===== src/rtl/core/sfe_pkg.sv =====
// Shared types and constants for the stereo feedforward echo block.
// No dependencies; every other file of the block refers to it by scoped names.
package sfe_pkg;

    // Sample and gain formats
    localparam int SAMPLE_W    = 16;
    localparam int GAIN_W      = 16;
    localparam int GAIN_FRAC   = 12;
    localparam int PROD_W      = SAMPLE_W + GAIN_W;
    localparam int SCALED_W    = PROD_W - GAIN_FRAC;
    localparam int DELAY_W     = 16;
    localparam int PAIR_W      = 2 * SAMPLE_W;

    // Configuration port
    localparam int CFG_INDEX_W = 4;
    localparam int CFG_DATA_W  = 16;

    typedef logic signed [SAMPLE_W-1:0] sample_t;
    typedef logic [GAIN_W-1:0]          gain_t;
    typedef logic [DELAY_W-1:0]         delay_t;
    typedef logic [PROD_W-1:0]          prod_t;
    typedef logic [SCALED_W-1:0]        scaled_t;
    typedef logic [PAIR_W-1:0]          pair_t;

    // Saturation bounds of the scaled echo
    localparam sample_t SAT_POS = 16'sh7fff;
    localparam sample_t SAT_NEG = 16'sh8000;
    localparam scaled_t NEG_LIMIT = scaled_t'(32768);
    localparam scaled_t POS_LIMIT = scaled_t'(32767);

    // Register indexes
    typedef enum logic [CFG_INDEX_W-1:0] {
        REG_DELAY_SAMPLES = 4'd0,
        REG_ECHO_GAIN     = 4'd1
    } cfg_reg_t;

    // How the delayed sample is sourced for one beat
    typedef struct packed {
        logic zero_delay;  // echo the current sample
        logic hit;         // history entry was written since reset
    } echo_tap_t;

    // Load strobes for the two arithmetic stages
    typedef struct packed {
        logic s2_load;
        logic s3_load;
    } stage_ctl_t;

endpackage


===== src/rtl/core/sfe_mix.sv =====
// One channel of the echo mixer: scale the delayed sample, saturate, add.
// Two register stages; depends on sfe_pkg.
module sfe_mix (
    input  logic                 clk,
    input  sfe_pkg::stage_ctl_t  ctl,
    input  sfe_pkg::sample_t     cur,
    input  sfe_pkg::sample_t     hist,
    input  sfe_pkg::echo_tap_t   tap,
    input  sfe_pkg::gain_t       gain,
    output sfe_pkg::sample_t     mix_out_reg
);

    sfe_pkg::sample_t delayed;
    logic [sfe_pkg::SAMPLE_W-1:0] mag;
    sfe_pkg::prod_t   prod;

    sfe_pkg::prod_t   prod_reg;
    logic             neg_reg;
    sfe_pkg::sample_t cur_reg;

    sfe_pkg::scaled_t scaled;
    sfe_pkg::sample_t echo;
    sfe_pkg::sample_t mix_out_next;

    // Pick the echo source and take its magnitude
    always_comb
    begin
        if (tap.zero_delay)
            delayed = cur;
        else if (tap.hit)
            delayed = hist;
        else
            delayed = '0;
        mag  = delayed[sfe_pkg::SAMPLE_W-1] ? (~delayed + 1'b1) : delayed;
        prod = sfe_pkg::prod_t'(mag) * sfe_pkg::prod_t'(gain);
    end

    always_ff @(posedge clk)
    begin
        if (ctl.s2_load)
        begin
            prod_reg <= prod;
            neg_reg  <= delayed[sfe_pkg::SAMPLE_W-1];
            cur_reg  <= cur;
        end
    end

    // Drop the fraction, restore the sign, saturate, then wrap the sum
    always_comb
    begin
        scaled = prod_reg[sfe_pkg::PROD_W-1:sfe_pkg::GAIN_FRAC];
        if (neg_reg)
        begin
            if (scaled >= sfe_pkg::NEG_LIMIT)
                echo = sfe_pkg::SAT_NEG;
            else
                echo = ~scaled[sfe_pkg::SAMPLE_W-1:0] + 1'b1;
        end
        else
        begin
            if (scaled > sfe_pkg::POS_LIMIT)
                echo = sfe_pkg::SAT_POS;
            else
                echo = scaled[sfe_pkg::SAMPLE_W-1:0];
        end
        mix_out_next = cur_reg + echo;
    end

    always_ff @(posedge clk)
    begin
        if (ctl.s3_load)
            mix_out_reg <= mix_out_next;
    end

endmodule


===== config.mk =====
export PLATFORM = sky130hd
export DESIGN_NAME = sfe_mix
export DESIGN_NICKNAME = d
export VERILOG_FILES = /design/src/rtl/core/sfe_pkg.sv /design/src/rtl/core/sfe_mix.sv
export SDC_FILE = /design/constraint.sdc
export NUM_CORES = 1
export LEC_CHECK = 0
export ABC_AREA = 0
export BUFFER_PORTS_ARGS = -buffer_cell sky130_fd_sc_hd__buf_2
export CORE_AREA = 2 2 140 142
export DETAILED_ROUTE_END_ITERATION = 7
export DIE_AREA = 0 0 142 144
export GPL_TIMING_DRIVEN = 0
export PLACE_DENSITY = 0.85
export SYNTH_ARGS = -nofsm -noshare
export SYNTH_HDL_FRONTEND = slang
export SYNTH_SLANG_ARGS = --single-unit
export TNS_END_PERCENT = 100

===== constraint.sdc =====
create_clock -name clk -period 26 [get_ports clk]
set_clock_uncertainty 0.1 [all_clocks]
set_input_delay 5.2 -clock clk [delete_from_list [all_inputs] [get_ports clk]]
set_output_delay 5.2 -clock clk [all_outputs]
set_load 0.005 [all_outputs]

# Yosys cells after proc, flatten, opt, wreduce, memory -nomap -nowiden
# Cells that the tools add are included.
# W data, S select, Z words.
dict set report word_totals {
  register_bits 65
  out_inout_bits 16
  in_bits 53
}
dict set report op_classes {
  magnitude_cmp 2
  mul 1
  add_sub_neg 3
  bitwise_logic 2
  mux 6
}
# op count
set op_table {}
lappend op_table {{$mux W16} 6}
lappend op_table {{$add A16 B1 Y16 const B} 2}
lappend op_table {{$mul A16 B16 Y32} 1}
lappend op_table {{$not A16 Y16} 2}
lappend op_table {{$ge A20 B16 Y1 const B} 1}
lappend op_table {{$gt A20 B15 Y1 const B} 1}
lappend op_table {{$add A16 B16 Y16} 1}

# Longest topological paths before layout
dict set report logic_depth {
  ltp_word 6
  mapped_depth 31
}

# Worst setup path after synthesis
# Ideal clock, no wire load.
dict set report synth_timing {
  path_type {input to register}
  from {input tap[0] (netlist name)}
  to {register prod_reg[31] (data pin)}
  setup_slack_ns 13.358
  arrival_ns 12.282
  required_time_ns 25.640
  path_stages 28
  path_buffers 4
  setup_time_ns 0.260
  path_cell_list {nor2b_1 -> clkbuf_1 -> clkbuf_1 -> a22oi_1 -> clkbuf_1 -> or2_2 -> xor2_1 -> clkbuf_1 -> nand2_1 -> fa_1 -> inv_1 -> fa_1 -> fa_1 -> fa_1 -> fa_1 -> inv_1 -> fa_1 -> inv_1 -> ha_1 -> nand2_1 -> o21bai_1 -> a2111oi_0 -> o21ai_0 -> nand3_1 -> nand2_1 -> a2111o_1 -> a31o_2 -> xnor2_1}
}
dict set report synth_between {
  elab_chain_cells 6
}
# element line
set synth_lines {}
lappend synth_lines {{from (decl)} sfe_mix.sv:8} ;# input sfe_pkg::echo_tap_t tap,
lappend synth_lines {{$mux W16 *} sfe_mix.sv:30} ;# else if (tap.hit)
lappend synth_lines {{$mux W16 *} sfe_mix.sv:28} ;# if (tap.zero_delay)
lappend synth_lines {{$not A16 Y16} sfe_mix.sv:34} ;# mag = delayed[sfe_pkg::SAMPLE_W-1] ? (~delayed + 1'b1) : delayed;
lappend synth_lines {{$add A16 B1 Y16} sfe_mix.sv:34}
lappend synth_lines {{$mux W16 *} sfe_mix.sv:34}
lappend synth_lines {{$mul A16 B16 Y32 *} sfe_mix.sv:35} ;# prod = sfe_pkg::prod_t'(mag) * sfe_pkg::prod_t'(gain);
lappend synth_lines {{via prod[31]} sfe_mix.sv:15} ;# sfe_pkg::prod_t prod;
lappend synth_lines {{to (signal assigned)} sfe_mix.sv:42} ;# prod_reg <= prod;
lappend synth_lines {{to (decl)} sfe_mix.sv:17} ;# sfe_pkg::prod_t prod_reg;
# The timed path passes the listed nets; every way through them passes the cells marked *.
# A chain may end at the register's enable or synchronous reset.

# Final worst setup path
# Ends and elaborated chain as after synthesis.

==> metrics.md <==
| Metric | Value |
|---|---|
| CP delay by family, top | adder cells |
| Mapped Cells | 1201 |
| Syn nets | 1565 |
| Post-cts resize count | 0 |
| Post-Route Utilization | 63.01% |
| Met1 GRT Util | 35.17% |
| Final Max Tran Viols | 0 |
| CTS max path bufs | 2 |
| Crit-path max FO | 10 |
| H-tree Lvls | 2 |
| Worst slew pin tran | around 1100 ps |
| Postcts setup bufs | 0 |
| M2 GR Usage | 45.92% |
| Max Cap Violations | 0 |
| Pre-CTS setup slack | about 11000 ps |
| Die height | 144 µm |
| Crit path DAT | between 10000 and 15000 ps |
| WL final | 25970 µm |
| Slew margin rel. | between 20% and 30% |
| Final Non-Filler Cells | 1515 |
| Hold_buf cts | 0 |
| Worst setup SP type | input pin |
| Worst Path Required | 25940 ps |
| Share of post-route cells with drive strength above 1 | roughly 7.0% |
| Via count | 8625 |
| Antenna violations before repair | 0 |
| Global Route Usage Sum | 26.57% |
| Clk slew on worst S/H paths | around 70 ps |
| Drt pass-1 iters | 6 |
| Syn. warnings | 0 |
| Num CTS Buffers | 5 |
| CP max-delay cell | xor2_1 |
| Final min period | roughly 14000 ps |
| Drc violations | 0 |
| Post-Syn Area per Cell | 9.360 µm² |
| Setup CP Type | input pin to flop |
| Crit path top cell by count | fa_1 |
| Rows | 51 |
| Post-route ant nets | 0 |
| HPWL after DPL | 21820 µm |
| Crit path largest cell delay | 670 ps |
| Worst-Skew Late Latency | 290 ps |
| Final nets | 1640 |
| Final setup violation count | 0 |
| Hold Vio Cnt, Final | 0 |
| Via density | 5.693 |
| Dpl cells | between 1500 and 2000 |
| DR iter-0 viols | 636 |
| Grt ovf | 0 |
| Core ar. | 19080 µm² |
| IO Pins | 69 |
| Buffers & Inverters on Critical Path | 8 |
| Global routing's busiest layer | met2 |
| Sequential area share after synthesis | 14.16% |
| Vias in the first global route | 8829 |
| Die area | 20450 µm² |
| Clk sinks | 53 |
| Setup TNS | 0 ps |
| Final WS setup | about 12000 ps |
| Root Driver | clkbuf_16 |
| Met3 Use GR | 2.980% |
| Critical path capture point type | flop |
| First-pass GRT wire length | 42630 µm |
| Synthesis-to-layout area growth | 6.945% |
| Netlist cell types | 56 |
| Initial Utilization | 58.92% |
| Largest net degree at the start of global routing | 38 |
| Synthesized area | about 11000 µm² |
| #FFs+latches synth | 53 |
| RSZ-0062 raised after global routing | false |
| Post-synth EDFFs | 53 |
| CTS tree | built |
| Final worst-path cycle share | 55.41% |
| Fmax | just under 0.07 GHz |
| Die width | 142 µm |
| Primary FF master, synth | edfxtp_1 |
| HP Class | flop to flop |
| Fraction of registers with async set or reset after synthesis | 0% |
| Ant. Diodes | 0 |
| WL/cell | 17.14 µm |
| Port-buffer cells | 68 |
| Status | finished clean |
| Max reg flops | 20 |
| Final Wtd Congestion | 0.9082 |
-- cells by family (layout without fill, tap and decap cells) --
kind of cell    Yosys count  count (layout)  share of synthesized area, %
flops                    53              53                         14.16
fa+ha+maj               311             311                         47.57
simple gates            374             374                         16.87
mux                       1               1                       0.08905
xor+xnor                 51              51                         3.974
compound gates          126             126                         7.781
buf+inv                 285             361                         9.550
-- final cells by class --
type | count | area [µm²]
Buffer | 42 | 161.4
Clock buffer | 5 | 125.1
Clock inverter | 3 | 17.52
Fill cell | 1508 | 7058
Inverter | 243 | 912.1
Multi-Input combinational cell | 863 | 8576
Sequential cell | 53 | 1592
Tap cell | 238 | 297.8
Timing Repair Buffer | 68 | 340.3
-- per-layer routing --
metal,vias to the layer above,wire length (µm)
met2,402,12510
met3,65,1879
li1,3911,-
met4,0,908
met1,4247,10670
met5,-,0
-- Yosys cell counts (all sizes together) (3+ instances only) --
cell | n | area, µm²
a21o | 6 | 45.04
a21oi | 25 | 125.1
a22o | 4 | 35.03
a22oi | 15 | 112.6
a31oi | 5 | 31.28
and2 | 138 | 863.3
and3 | 4 | 25.02
buf | 4 | 18.76
clkbuf | 38 | 142.6
edfxtp | 53 | 1592
fa | 194 | 3884
ha | 117 | 1464
inv | 243 | 912.1
nand2 | 149 | 559.3
nand2b | 5 | 31.28
nand3 | 5 | 25.02
nand4 | 3 | 18.77
nor2 | 33 | 123.9
nor2b | 5 | 31.28
nor3 | 9 | 55.05
o21a | 6 | 45.04
o21ai | 25 | 125.1
o21bai | 9 | 67.56
o311ai | 6 | 52.55
o31ai | 4 | 30.03
o41ai | 4 | 53.81
or2 | 5 | 31.28
or3 | 9 | 61.31
or4 | 5 | 41.29
xnor2 | 34 | 297.8
xor2 | 17 | 148.9
-- stage by stage --
step / hold slack, ps / cell area, µm²
final: 462.6 / 12020
after global routing: 510.0 / 12020
after CTS: 464.5 / 12020
after detailed placement: 448.7 / 11880
after global placement: 443.5 / 11880
after floorplan: 425.7 / 11240
-- worst register-to-register path, delay by kind of cell, from the launching register on --
kind	cells	cell delay (ps)
and+or+nand+nor	4	1040
DFF	1	360
AOI/OAI and AO/OA	9	1710
buffers and inverters	2	540
adders and majority gates	2	640
-- final timing paths --
check | startpoint | end | slack [ps] | cells past startpoint
setup / recovery | tap[0] | prod_reg[31] | 11590 | 29
hold / removal | cur_reg[0] | mix_out_reg[0] | 460 | 1
setup reg to reg | prod_reg[27] | mix_out_reg[14] | 21390 | 17
hold reg to reg | cur_reg[0] | mix_out_reg[0] | 460 | 1
-- cell usage in the layout (no fill, tap or decap), drive strengths merged, types with 6 or more instances in the layout --
cell    count
xor2       17
nand2     149
a21o        6
a21oi      25
o21ai      25
or3         9
xnor2      34
and2      138
clkbuf     43
fa        194
nor2       33
o311ai      6
a22oi      15
buf        72
nor3        9
o21a        6
o21bai      9
inv       243
ha        117
edfxtp     53
Power is not shown: default switching activity piles up to over one toggle a cycle in this logic, so the estimate is an artifact.
